[src/sv/rhc_pkg.sv]
// ----------------------------------------------------------------------------
// rhc_pkg
// Shared types and constant piece layouts for the rectangle hole cut block.
// ----------------------------------------------------------------------------
package rhc_pkg;

    localparam int unsigned COORD_W = 32;

    // corner selectors
    localparam logic [1:0] SEL_R0 = 2'd0;
    localparam logic [1:0] SEL_R1 = 2'd1;
    localparam logic [1:0] SEL_H0 = 2'd2;
    localparam logic [1:0] SEL_H1 = 2'd3;

    // xs/ys indexed by SEL_*
    typedef struct packed {
        logic [3:0][COORD_W-1:0] xs;
        logic [3:0][COORD_W-1:0] ys;
    } t_corners;

    // pieces per edge-flag code, code = sx | ex<<1 | sy<<2 | ey<<3
    localparam logic [3:0] PIECE_COUNT [16] = '{
        4'd8, 4'd3, 4'd3, 4'd2, 4'd3, 4'd2, 4'd2, 4'd1,
        4'd3, 4'd2, 4'd2, 4'd1, 4'd2, 4'd1, 4'd1, 4'd0
    };

    // entry: [1:0] x0 sel, [3:2] x1 sel, [5:4] y0 sel, [7:6] y1 sel
    localparam logic [7:0] PIECE_TABLE [16][8] = '{
        '{8'h88, 8'h8E, 8'h87, 8'hE8, 8'hE7, 8'h78, 8'h7E, 8'h77},
        '{8'h84, 8'hE7, 8'h74, 8'h00, 8'h00, 8'h00, 8'h00, 8'h00},
        '{8'h84, 8'hE8, 8'h74, 8'h00, 8'h00, 8'h00, 8'h00, 8'h00},
        '{8'h84, 8'h74, 8'h00, 8'h00, 8'h00, 8'h00, 8'h00, 8'h00},
        '{8'h48, 8'h7E, 8'h47, 8'h00, 8'h00, 8'h00, 8'h00, 8'h00},
        '{8'hC7, 8'h74, 8'h00, 8'h00, 8'h00, 8'h00, 8'h00, 8'h00},
        '{8'hC8, 8'h74, 8'h00, 8'h00, 8'h00, 8'h00, 8'h00, 8'h00},
        '{8'h74, 8'h00, 8'h00, 8'h00, 8'h00, 8'h00, 8'h00, 8'h00},
        '{8'h48, 8'h8E, 8'h47, 8'h00, 8'h00, 8'h00, 8'h00, 8'h00},
        '{8'h84, 8'h67, 8'h00, 8'h00, 8'h00, 8'h00, 8'h00, 8'h00},
        '{8'h84, 8'h68, 8'h00, 8'h00, 8'h00, 8'h00, 8'h00, 8'h00},
        '{8'h84, 8'h00, 8'h00, 8'h00, 8'h00, 8'h00, 8'h00, 8'h00},
        '{8'h48, 8'h47, 8'h00, 8'h00, 8'h00, 8'h00, 8'h00, 8'h00},
        '{8'h47, 8'h00, 8'h00, 8'h00, 8'h00, 8'h00, 8'h00, 8'h00},
        '{8'h48, 8'h00, 8'h00, 8'h00, 8'h00, 8'h00, 8'h00, 8'h00},
        '{8'h00, 8'h00, 8'h00, 8'h00, 8'h00, 8'h00, 8'h00, 8'h00}
    };

endpackage

[src/sv/rhc_corners.sv]
// ----------------------------------------------------------------------------
// rhc_corners
// Input register and, for center-form requests, conversion of both rectangles to low/high corners.
// ----------------------------------------------------------------------------
module rhc_corners (
    input  logic                 i_clk,
    input  logic                 i_rst_n,
    input  logic                 i_valid,
    output logic                 o_ready,
    input  logic                 i_req_type,
    input  logic signed [31:0]   i_rect_ax,
    input  logic signed [31:0]   i_rect_ay,
    input  logic signed [31:0]   i_rect_bx,
    input  logic signed [31:0]   i_rect_by,
    input  logic signed [31:0]   i_hole_ax,
    input  logic signed [31:0]   i_hole_ay,
    input  logic signed [31:0]   i_hole_bx,
    input  logic signed [31:0]   i_hole_by,
    output logic                 o_valid,
    input  logic                 i_ready,
    output rhc_pkg::t_corners    o_corners
);
    import rhc_pkg::*;

    logic               r_vld;
    logic               r_type;
    logic [7:0][31:0]   r_raw;

    // center/size to {hi, lo}; size/2 truncates toward zero
    function automatic logic [63:0] f_center(input logic [31:0] c, input logic [31:0] s);
        logic [31:0] sum;
        logic [31:0] half;
        sum  = s + {31'b0, s[31]};
        half = {sum[31], sum[31:1]};
        return {c + s - half, c - half};
    endfunction

    logic [63:0] rx, ry, hx, hy;

    assign o_ready = !r_vld || i_ready;
    assign o_valid = r_vld;

    always_ff @(posedge i_clk) begin
        if (!i_rst_n) begin
            r_vld <= 1'b0;
        end else if (o_ready) begin
            r_vld <= i_valid;
        end
        if (o_ready && i_valid) begin
            r_type <= i_req_type;
            r_raw  <= {i_hole_by, i_hole_bx, i_hole_ay, i_hole_ax,
                       i_rect_by, i_rect_bx, i_rect_ay, i_rect_ax};
        end
    end

    always_comb begin
        rx = f_center(r_raw[0], r_raw[2]);
        ry = f_center(r_raw[1], r_raw[3]);
        hx = f_center(r_raw[4], r_raw[6]);
        hy = f_center(r_raw[5], r_raw[7]);
        if (r_type) begin
            o_corners.xs[SEL_R0] = rx[31:0];
            o_corners.xs[SEL_R1] = rx[63:32];
            o_corners.ys[SEL_R0] = ry[31:0];
            o_corners.ys[SEL_R1] = ry[63:32];
            o_corners.xs[SEL_H0] = hx[31:0];
            o_corners.xs[SEL_H1] = hx[63:32];
            o_corners.ys[SEL_H0] = hy[31:0];
            o_corners.ys[SEL_H1] = hy[63:32];
        end else begin
            o_corners.xs[SEL_R0] = r_raw[0];
            o_corners.ys[SEL_R0] = r_raw[1];
            o_corners.xs[SEL_R1] = r_raw[2];
            o_corners.ys[SEL_R1] = r_raw[3];
            o_corners.xs[SEL_H0] = r_raw[4];
            o_corners.ys[SEL_H0] = r_raw[5];
            o_corners.xs[SEL_H1] = r_raw[6];
            o_corners.ys[SEL_H1] = r_raw[7];
        end
    end

endmodule

[src/sv/rhc_emit.sv]
// ----------------------------------------------------------------------------
// rhc_emit
// Holds one item's corners, classifies the overlap and emits its pieces,
// one per cycle while the result side is ready, through the result register.
// ----------------------------------------------------------------------------
module rhc_emit (
    input  logic                 i_clk,
    input  logic                 i_rst_n,
    input  logic                 i_valid,
    output logic                 o_ready,
    input  rhc_pkg::t_corners    i_corners,
    output logic                 o_valid,
    input  logic                 i_ready,
    output logic signed [31:0]   o_piece_x0,
    output logic signed [31:0]   o_piece_y0,
    output logic signed [31:0]   o_piece_x1,
    output logic signed [31:0]   o_piece_y1,
    output logic                 o_found,
    output logic                 o_piece_valid,
    output logic                 o_piece_last
);
    import rhc_pkg::*;

    logic           r_vld;
    t_corners       r_c;
    logic [2:0]     r_k;
    logic           r_out_vld;
    logic [31:0]    r_x0, r_y0, r_x1, r_y1;
    logic           r_found, r_pvalid, r_last;

    logic           out_free, emit, no_cut, last;
    logic [3:0]     sel, cnt;
    logic [7:0]     ent;
    logic [31:0]    n_x0, n_y0, n_x1, n_y1;
    logic           n_found, n_pvalid;

    always_comb begin
        no_cut = (r_c.xs[SEL_R0] == r_c.xs[SEL_R1]) || (r_c.ys[SEL_R0] == r_c.ys[SEL_R1])
              || (r_c.xs[SEL_H0] == r_c.xs[SEL_H1]) || (r_c.ys[SEL_H0] == r_c.ys[SEL_H1])
              || ($signed(r_c.xs[SEL_H1]) <= $signed(r_c.xs[SEL_R0]))
              || ($signed(r_c.xs[SEL_H0]) >= $signed(r_c.xs[SEL_R1]))
              || ($signed(r_c.ys[SEL_H1]) <= $signed(r_c.ys[SEL_R0]))
              || ($signed(r_c.ys[SEL_H0]) >= $signed(r_c.ys[SEL_R1]));
        sel[0] = $signed(r_c.xs[SEL_H0]) <= $signed(r_c.xs[SEL_R0]);
        sel[1] = $signed(r_c.xs[SEL_H1]) >= $signed(r_c.xs[SEL_R1]);
        sel[2] = $signed(r_c.ys[SEL_H0]) <= $signed(r_c.ys[SEL_R0]);
        sel[3] = $signed(r_c.ys[SEL_H1]) >= $signed(r_c.ys[SEL_R1]);
        cnt = PIECE_COUNT[sel];
        ent = PIECE_TABLE[sel][r_k];
        if (no_cut) begin
            n_x0     = r_c.xs[SEL_R0];
            n_y0     = r_c.ys[SEL_R0];
            n_x1     = r_c.xs[SEL_R1];
            n_y1     = r_c.ys[SEL_R1];
            n_found  = 1'b0;
            n_pvalid = 1'b1;
            last     = 1'b1;
        end else if (cnt == 4'd0) begin
            n_x0     = '0;
            n_y0     = '0;
            n_x1     = '0;
            n_y1     = '0;
            n_found  = 1'b1;
            n_pvalid = 1'b0;
            last     = 1'b1;
        end else begin
            n_x0     = r_c.xs[ent[1:0]];
            n_x1     = r_c.xs[ent[3:2]];
            n_y0     = r_c.ys[ent[5:4]];
            n_y1     = r_c.ys[ent[7:6]];
            n_found  = 1'b1;
            n_pvalid = 1'b1;
            last     = ({1'b0, r_k} == cnt - 4'd1);
        end
    end

    assign out_free = !r_out_vld || i_ready;
    assign emit     = r_vld && out_free;
    assign o_ready  = !r_vld || (emit && last);

    always_ff @(posedge i_clk) begin
        if (!i_rst_n) begin
            r_vld     <= 1'b0;
            r_k       <= '0;
            r_out_vld <= 1'b0;
        end else begin
            if (o_ready) begin
                r_vld <= i_valid;
            end
            if (emit) begin
                r_k <= last ? 3'd0 : r_k + 3'd1;
            end
            if (emit) begin
                r_out_vld <= 1'b1;
            end else if (i_ready) begin
                r_out_vld <= 1'b0;
            end
        end
        if (o_ready && i_valid) begin
            r_c <= i_corners;
        end
        if (emit) begin
            r_x0     <= n_x0;
            r_y0     <= n_y0;
            r_x1     <= n_x1;
            r_y1     <= n_y1;
            r_found  <= n_found;
            r_pvalid <= n_pvalid;
            r_last   <= last;
        end
    end

    assign o_valid       = r_out_vld;
    assign o_piece_x0    = r_x0;
    assign o_piece_y0    = r_y0;
    assign o_piece_x1    = r_x1;
    assign o_piece_y1    = r_y1;
    assign o_found       = r_found;
    assign o_piece_valid = r_pvalid;
    assign o_piece_last  = r_last;

    a_k_in_range: assert property (@(posedge i_clk) disable iff (!i_rst_n)
        (r_vld && !no_cut && cnt != 4'd0) |-> ({1'b0, r_k} < cnt))
        else $error("piece index past piece count");

    a_k_idle_zero: assert property (@(posedge i_clk) disable iff (!i_rst_n)
        !r_vld |-> (r_k == 3'd0))
        else $error("piece index not rewound between items");

    a_item_held: assert property (@(posedge i_clk) disable iff (!i_rst_n)
        (emit && !last) |=> (r_vld && r_k == $past(r_k) + 3'd1))
        else $error("item dropped before its last piece");

    a_covered_form: assert property (@(posedge i_clk) disable iff (!i_rst_n)
        (r_out_vld && !r_pvalid) |-> (r_found && r_last && r_x0 == '0 && r_y1 == '0))
        else $error("fully covered result malformed");

    a_nocut_single: assert property (@(posedge i_clk) disable iff (!i_rst_n)
        (r_out_vld && !r_found) |-> (r_last && r_pvalid))
        else $error("uncut result not a single piece");

endmodule

[src/sv/rectangle_hole_cut.sv]
// ----------------------------------------------------------------------------
// rectangle_hole_cut
// Cuts an axis-aligned hole out of a rectangle and returns the pieces left.
//
//   channel   direction  handshake          payload
//   input     in         i_valid / o_ready  i_req_type, i_rect_*, i_hole_*
//   result    out        o_valid / i_ready  o_piece_*, o_found
//
// An item enters the input register, is converted to corners, then emits 1 to 8
// results through the result register, one per cycle while the result side
// accepts them; the next item is taken in as its last result is emitted.
// Reset clears the valid flags and the piece index.
// A stalled result side holds the piece in the result register; the item being
// cut and one more item in the input register wait behind it.
// ----------------------------------------------------------------------------
module rectangle_hole_cut (
    input  logic                 i_clk,
    input  logic                 i_rst_n,
    input  logic                 i_valid,
    output logic                 o_ready,
    input  logic                 i_req_type,
    input  logic signed [31:0]   i_rect_ax,
    input  logic signed [31:0]   i_rect_ay,
    input  logic signed [31:0]   i_rect_bx,
    input  logic signed [31:0]   i_rect_by,
    input  logic signed [31:0]   i_hole_ax,
    input  logic signed [31:0]   i_hole_ay,
    input  logic signed [31:0]   i_hole_bx,
    input  logic signed [31:0]   i_hole_by,
    output logic                 o_valid,
    input  logic                 i_ready,
    output logic signed [31:0]   o_piece_x0,
    output logic signed [31:0]   o_piece_y0,
    output logic signed [31:0]   o_piece_x1,
    output logic signed [31:0]   o_piece_y1,
    output logic                 o_found,
    output logic                 o_piece_valid,
    output logic                 o_piece_last
);
    import rhc_pkg::*;

    logic       c_valid;
    logic       c_ready;
    t_corners   corners;

    rhc_corners u_corners (
        .i_clk      (i_clk),
        .i_rst_n    (i_rst_n),
        .i_valid    (i_valid),
        .o_ready    (o_ready),
        .i_req_type (i_req_type),
        .i_rect_ax  (i_rect_ax),
        .i_rect_ay  (i_rect_ay),
        .i_rect_bx  (i_rect_bx),
        .i_rect_by  (i_rect_by),
        .i_hole_ax  (i_hole_ax),
        .i_hole_ay  (i_hole_ay),
        .i_hole_bx  (i_hole_bx),
        .i_hole_by  (i_hole_by),
        .o_valid    (c_valid),
        .i_ready    (c_ready),
        .o_corners  (corners)
    );

    rhc_emit u_emit (
        .i_clk         (i_clk),
        .i_rst_n       (i_rst_n),
        .i_valid       (c_valid),
        .o_ready       (c_ready),
        .i_corners     (corners),
        .o_valid       (o_valid),
        .i_ready       (i_ready),
        .o_piece_x0    (o_piece_x0),
        .o_piece_y0    (o_piece_y0),
        .o_piece_x1    (o_piece_x1),
        .o_piece_y1    (o_piece_y1),
        .o_found       (o_found),
        .o_piece_valid (o_piece_valid),
        .o_piece_last  (o_piece_last)
    );

endmodule

[config.mk]
export PLATFORM = sky130hd
export DESIGN_NAME = rectangle_hole_cut
export DESIGN_NICKNAME = d
export VERILOG_FILES = /design/src/sv/rhc_pkg.sv /design/src/sv/rhc_corners.sv /design/src/sv/rhc_emit.sv /design/src/sv/rectangle_hole_cut.sv
export SDC_FILE = /design/constraint.sdc
export NUM_CORES = 2
export LEC_CHECK = 0
export ABC_AREA = 1
export BUFFER_PORTS_ARGS = -buffer_cell sky130_fd_sc_hd__buf_2
export CAP_MARGIN = 0
export CORE_UTILIZATION = 55
export CTS_BUF_LIST = sky130_fd_sc_hd__clkbuf_4
export DETAILED_ROUTE_END_ITERATION = 7
export PLACE_DENSITY_LB_ADDON = 0.3
export SYNTH_ARGS = -nofsm -noshare
export SYNTH_HDL_FRONTEND = slang
export SYNTH_SLANG_ARGS = --single-unit
[constraint.sdc]
create_clock -name i_clk -period 41.1 [get_ports i_clk]
set_clock_uncertainty 0.2 [all_clocks]
set_input_delay 4.11 -clock i_clk [delete_from_list [all_inputs] [get_ports i_clk]]
set_output_delay 4.11 -clock i_clk [all_outputs]
set_load 0.05 [all_outputs]
; ---- Word-level counts from Yosys, hierarchy flattened
; Memory sizes are Yosys's and may differ from the RTL's.
; Cells that the tools add are included.
; W data, S select, Z words.
[op_classes]
n_addsub = 18
magnitude_cmp = 14
eq_ne = 5
muxes = 31
bitwise_logic = 2
reduce_logical = 19
[op_table]
columns = op, count
row1 = $mux W32, 12
row2 = $bmux W32 S2, 4
row3 = $mux W256, 1
row4 = $sub A32 B32 Y32, 8
row5 = $add A32 B1 Y32, 4
row6 = $add A32 B32 Y32, 4
row7 = $eq A32 B32 Y1, 4
row8 = $ge A32 B32 Y1, 4
row9 = $le A32 B32 Y1, 4
row10 = $mux W64, 2
row11 = $bmux W8 S3, 1
row12 = $mux W8, 2
row13 = $lt A2 B3 Y1 const B, 4
row14 = $logic_or A1 B1 Y1, 10
row15 = $mux W4, 2
row16 = $mux W1, 6
row17 = $ge A5 B5 Y1 const B, 1
row18 = $not A4 Y5, 1
row19 = $eq A3 B4 Y1, 1
row20 = $ge A4 B4 Y1 const B, 1
row21 = $logic_and A1 B1 Y1, 4
row22 = $logic_not A4 Y1, 1
row23 = $not A3 Y4, 1
row24 = $sub A4 B1 Y4 const B, 1
row25 = 4 further kinds, 6
[word_totals]
ff_bits = 650
romBits = 1088
input_bits = 261
memories = 2
[mem_list]
columns = name, depth, width, rd, rd_ports_with_merged_regs, write_ports, line_no
row1 = (no name shown), 16, 64, 1, 0, 0, rhc_emit.sv:49  ; ent = PIECE_TABLE[sel][r_k];
row2 = (no name shown), 16, 4, 1, 0, 0, rhc_emit.sv:48  ; cnt = PIECE_COUNT[sel];

; ---- Longest topological paths before layout
[logic_depth]
ltp_word = 13
depth_mapped = 32
ltp_nobuf = 32

; ---- By module
; A second synthesis with hierarchy kept.
[unflattened]
hier_cells = 8525
hier_area_um2 = 60813.3
[modules_own_cells]
columns = module, instances, cells_each, area_each_um2, seq_area_each_um2
row1 = rhc_corners, 1, 5547, 34629.5, 7737.4
row2 = rhc_emit, 1, 2978, 26183.9, 11721.2

; ---- Least setup slack after synthesis
; No wires, ideal clock.
[synth_timing]
kind = input-to-reg
from = input port i_ready
to = register u_emit.r_c[0] (netlist name) (enable)
arrival_time_ns = 19.483
t_required_ns = 39.943
setup_slack_ns = 20.460
stages = 6
path_cell_list = inv_1 > nand2_1 > nand2_1 > inv_1 > nand2_1 > a21oi_1
[synth_between]
elab_chain_cells = 5
[synth_lines]
columns = element, line_no
row1 = from (decl), rectangle_hole_cut.sv:31  ; input logic i_ready,
row2 = $logic_or A1 B1 Y1, rhc_emit.sv:77  ; assign out_free = !r_out_vld || i_ready;
row3 = $logic_and A1 B1 Y1, rhc_emit.sv:78  ; assign emit = r_vld && out_free;
row4 = named net u_emit.emit, rhc_emit.sv:31  ; logic out_free, emit, no_cut, last;
row5 = $logic_and A1 B1 Y1, rhc_emit.sv:79  ; assign o_ready = !r_vld || (emit && last);
row6 = $logic_or A1 B1 Y1, rhc_emit.sv:79
row7 = $logic_and A1 B1 Y1, rhc_emit.sv:99  ; if (o_ready && i_valid) begin
row8 = to (signal assigned), rhc_emit.sv:100  ; r_c <= i_corners;
row9 = to (decl), rhc_emit.sv:25  ; t_corners r_c;
; The timed path passes the listed nets, and every way through them passes these cells.
; A chain may end at the register's enable or synchronous reset.

; ---- Worst setup path in the final report
[layout_timing]
from = register u_emit.r_c[159] (netlist name)
to = output port o_ready
[layout_between]
elab_chain_cells = 12
elab_cells_between_ends = 22
cone_classes = add/sub (1) / order compare (2) / eq/ne (2) / mux (4) / bitwise (1) / reduce/logical (11) / memory (1)
[layout_lines]
columns = element, line_no
row1 = $le A32 B32 Y1 or $eq A32 B32 Y1 (tied branches), "rhc_emit.sv:44, rhc_emit.sv:38"
row2 = $not A4 Y5 (not written as such) or $logic_or A1 B1 Y1 (tied branches), "rhc_emit.sv:48, rhc_emit.sv:38"
row3 = $mem_v2 Z16 W4 or $logic_or A1 B1 Y1 (tied branches), --
row4 = $mux W4 (not written as such) or $logic_or A1 B1 Y1 (tied branches), "rhc_emit.sv:48, rhc_emit.sv:39"
row5 = $mux W4 (not written as such) or $logic_or A1 B1 Y1 (tied branches), "rhc_emit.sv:48, rhc_emit.sv:40"
row6 = $sub A4 B1 Y4 or $logic_or A1 B1 Y1 (tied branches), "rhc_emit.sv:73, rhc_emit.sv:41"
row7 = $eq A3 B4 Y1 or $logic_or A1 B1 Y1 (tied branches), "rhc_emit.sv:73, rhc_emit.sv:42"
row8 = $mux W1 or $logic_or A1 B1 Y1 (tied branches), "rhc_emit.sv:58, rhc_emit.sv:43"
row9 = $mux W1 *, rhc_emit.sv:50  ; if (no_cut) begin
row10 = named net u_emit.last, rhc_emit.sv:31
row11 = $logic_and A1 B1 Y1 *, rhc_emit.sv:79
row12 = $logic_or A1 B1 Y1 *, rhc_emit.sv:79
row13 = $logic_or A1 B1 Y1 *, rhc_corners.sv:40  ; assign o_ready = !r_vld || i_ready;
row14 = to (decl), rectangle_hole_cut.sv:20  ; output logic o_ready,
; The timed path passes the listed nets; every way through them passes the cells marked *. The select of a mux whose other input is x is not followed.

==> flow_metrics.py <==
metrics = {
    "final_layout": {
        "layout.cells.most_common": "nand2_1",
        "layout_common_cells": "1,687 x nand2_1, 745 x nand3_1, 655 x inv_1",
        "final_cell_count_no_fill": 8547,
        "finalNetCount": 8019,
        "final_util_pct": 60.9,
        "syn_to_final_growth_pct": 9.66,
        "drive_above_1_share_pct": 11.7,
    },
    "sta": {
        "min_period_ps": 10890,
        "whs_ps": 323,
        "tightest_slew_ps": 1530,
        "hold_viol": 0,
        "slew_headroom_pct": -3.25,
        "setup_viol": 0,
        "finalCritPeriodShare_pct": 26.5,
        "fmax_mhz": 91.8,
        "final_max_slew_viol_count": 2,
        "rsz0062_at_grt": "no",
        "setup_tns_ps": 0,
    },
    "grt": {
        "grtUsageMet1_pct": 57.7,
        "grt_max_degree": 185,
        "antenna_found_initial": 31,
        "grt_pass1_wl_um": 291000,
        "grt_remaining_overflow": 0,
        "grt_pass1_vias": 47005,
        "grt_use_met2_pct": 53.9,
        "grt.met3_usage_pct": 13.0,
        "grt_usage_pct": 39.2,
        "busiest_layer": "met1",
    },
    "synth": {
        "yosysWarnings": 0,
        "syn_nets": 7606,
        "ys_seq_area_share_pct": 35.6,
        "ys_types": 68,
        "synthFlopType": "edfxtp_1",
        "yosys.area.top_type": "edfxtp_1",
        "yosys-top-cells-area": "edfxtp_1 35%, ha_1 12%, nand2_1 12%, nand3_1 6.9%, fa_1 4.7%",
        "synth_area_sq_mm": 0.0547,
        "synth_top_area_share_pct": 35.4,
        "ys_ff_latch": 650,
        "synth_cells": 6698,
        "async_flop_share_pct": 0,
        "synth_edf_count": 644,
        "syn_area_per_cell_sq_um": 8.17,
    },
    "clocking": {
        "cts-root-buf": "clkbuf_4",
        "htree_levels": 4,
        "cts_hold_buf": 0,
        "cts_resized": 0,
        "cts_inserted_buffers": 176,
        "worstSkewPairLatency_ps": 1190,
        "clock-sinks": 650,
        "cts_tree": "yes",
        "postCtsSetupRepairBufs": 0,
        "cts.clk_slew.worst_paths_ps": 60,
        "cts_buffer_depth": 3,
    },
    "status": {
        "violations": "capacitance limit, slew limit",
        "status": "finished, violations left",
    },
    "placement": {
        "place_hpwl_um": 155000,
        "gp_congestion": 1.01,
        "port_buffers": 393,
        "placed_cells": 8220,
    },
    "power_and_ir_drop": {
        "ir_worst_vdd_mv": 0.0359,
        "p_leak_nw": 26.9,
        "p_per_area_mw_per_mm2": 43.2,
    },
    "job": {
        "drv_cap": 1,
    },
    "die": {
        "die_h_um": 317,
        "ioPinCount": 394,
        "initial_utilization_pct": 55.6,
        "die_area_sq_mm": 0.101,
        "die_w_um": 317,
        "rows": 115,
        "core-area_sq_mm": 0.0984,
    },
    "detailed_routing": {
        "vias": 51525,
        "dr.pass1.iters": 8,
        "wire_per_inst_um": 23.3,
        "drt-initial-drc-count": 6568,
        "drt-total-wl_um": 199000,
        "remaining_drc_errors": 0,
        "ant_nets": 0,
        "viasPerCell": 6.03,
    },
    "worst_setup_path": {
        "crit_start": "u_emit.r_c[159]$_DFFE_PP_",
        "start_kind": "flop",
        "required_ps": 36790,
        "worst-r2r-cell-count": 27,
        "crit_fanout": 7,
        "crit_end": "o_ready",
        "rr_startpoint": "u_emit.r_c[159]$_DFFE_PP_",
        "worst_r2r_endpoint": "u_emit.r_c[50]$_DFFE_PP_",
        "r2r_slack_ps": 33520,
        "worst_setup_path_end_kind": "output pin",
        "worstSetupPathType": "reg -> out",
        "arrival_ps": 6580,
    },
    "worst_hold_path": {
        "hold_path.class": "reg -> reg",
    },
}
[layout make-up]
| cell class | count | area (sq um) |
|---|---|---|
| antenna | 17 | 42.5 |
| clock buffer | 250 | 1880 |
| clock inverter | 60 | 459 |
| fill | 8972 | 38400 |
| inverter | 669 | 2530 |
| multi-input combinational | 5182 | 31700 |
| sequential | 650 | 19500 |
| tap | 1287 | 1610 |
| timing repair buffer | 432 | 2270 |
[worst min path at each step]
stage                                    from                              to  slack, ps  depth (start not counted)
6_report          u_emit.o_valid$_SDFFE_PN0P_     u_emit.o_valid$_SDFFE_PN0P_        320                          2
5_1_grt        u_corners.o_valid$_SDFFE_PN0P_  u_corners.o_valid$_SDFFE_PN0P_        380                          2
4_1_cts           u_emit.o_valid$_SDFFE_PN0P_     u_emit.o_valid$_SDFFE_PN0P_        330                          2
3_5_place_dp      u_emit.o_valid$_SDFFE_PN0P_     u_emit.o_valid$_SDFFE_PN0P_        320                          2
3_3_place_gp      u_emit.o_valid$_SDFFE_PN0P_     u_emit.o_valid$_SDFFE_PN0P_        310                          2
2_1_floorplan  u_corners.o_valid$_SDFFE_PN0P_       u_emit.r_vld$_SDFFE_PN0P_        250                          2
[routing by layer]
metal  share of wire, %  vias to the layer above
met3                 14                      360
li1                   -                    23964
met4                2.7                        8
met2                 40                     3137
met1                 43                    24056
met5              0.028                        -
[logic make-up after synthesis]
kind of cell,share of synthesized area [%]
simple gates,25.2
compound gates,10.3
buf+inv,6.54
flops,35.6
fa+ha+maj,16.6
xor+xnor,5.73
[stage by stage]
step                worst slack (ps)  total power [W]  area [sq um]
floorplan                      20460          0.00161         54700
global placement               31190          0.00193         57600
detailed placement             31120          0.00194         57600
CTS                            30270          0.00256         59900
global route                   29830          0.00273         60000
finish                         30210          0.00259         60000
[report_power, final]
| part | internal, W | switching (W) | leakage [nW] | total, W |
|---|---|---|---|---|
| registers | 0.000811 | 0.0000744 | 6.17 | 0.000886 |
| clock network | 0.000325 | 0.000298 | 1.38 | 0.000623 |
| logic | 0.000334 | 0.000750 | 19.4 | 0.00108 |
[state kept, by name, summed over array words and instances, names as in the netlist]
name and count:
u_corners.r_raw 256, u_emit.r_c 256, u_emit.o_piece_x0 32, u_emit.o_piece_x1 32, u_emit.o_piece_y0 32, u_emit.o_piece_y1 32, u_emit.r_k 3, u_corners.o_valid 1
u_corners.r_type 1, u_emit.o_found 1, u_emit.o_piece_last 1, u_emit.o_piece_valid 1, u_emit.o_valid 1, u_emit.r_vld 1
[synth_stat cells (80+ instances only)]
| cell type | n |
|---|---|
| nand2_1 | 1691 |
| inv_1 | 658 |
| nor3_1 | 80 |
| nor2_1 | 370 |
| clkbuf_1 | 94 |
| nand3_1 | 749 |
| ha_1 | 519 |
| a31oi_1 | 86 |
| a21oi_1 | 378 |
| xnor2_1 | 195 |
| fa_1 | 128 |
| xor2_1 | 163 |
| nand4_1 | 101 |
| edfxtp_1 | 644 |
| o21ai_0 | 346 |
[worst max-delay path: stages (launching register included)]
cell and delay (ps):
edfxtp_1 430, inv_1 130, ha_1 450, nand2_1 150
nor2_1 170, nand4_1 200, nor4_1 610, nand2_1 160
nand2_1 90, nand2_1 50, nand3_1 340, inv_1 160
ha_1 300, inv_1 50, nand4_1 170, inv_2 70
o21ai_0 240, nand2_1 120, ha_1 230, ha_1 280
nand3_1 80, nor3_1 130, nand3_1 100, nand2_1 140
nand2_1 140, nand3_1 160, buf_2 270
No activity file was read; power rests on OpenSTA's default activity.
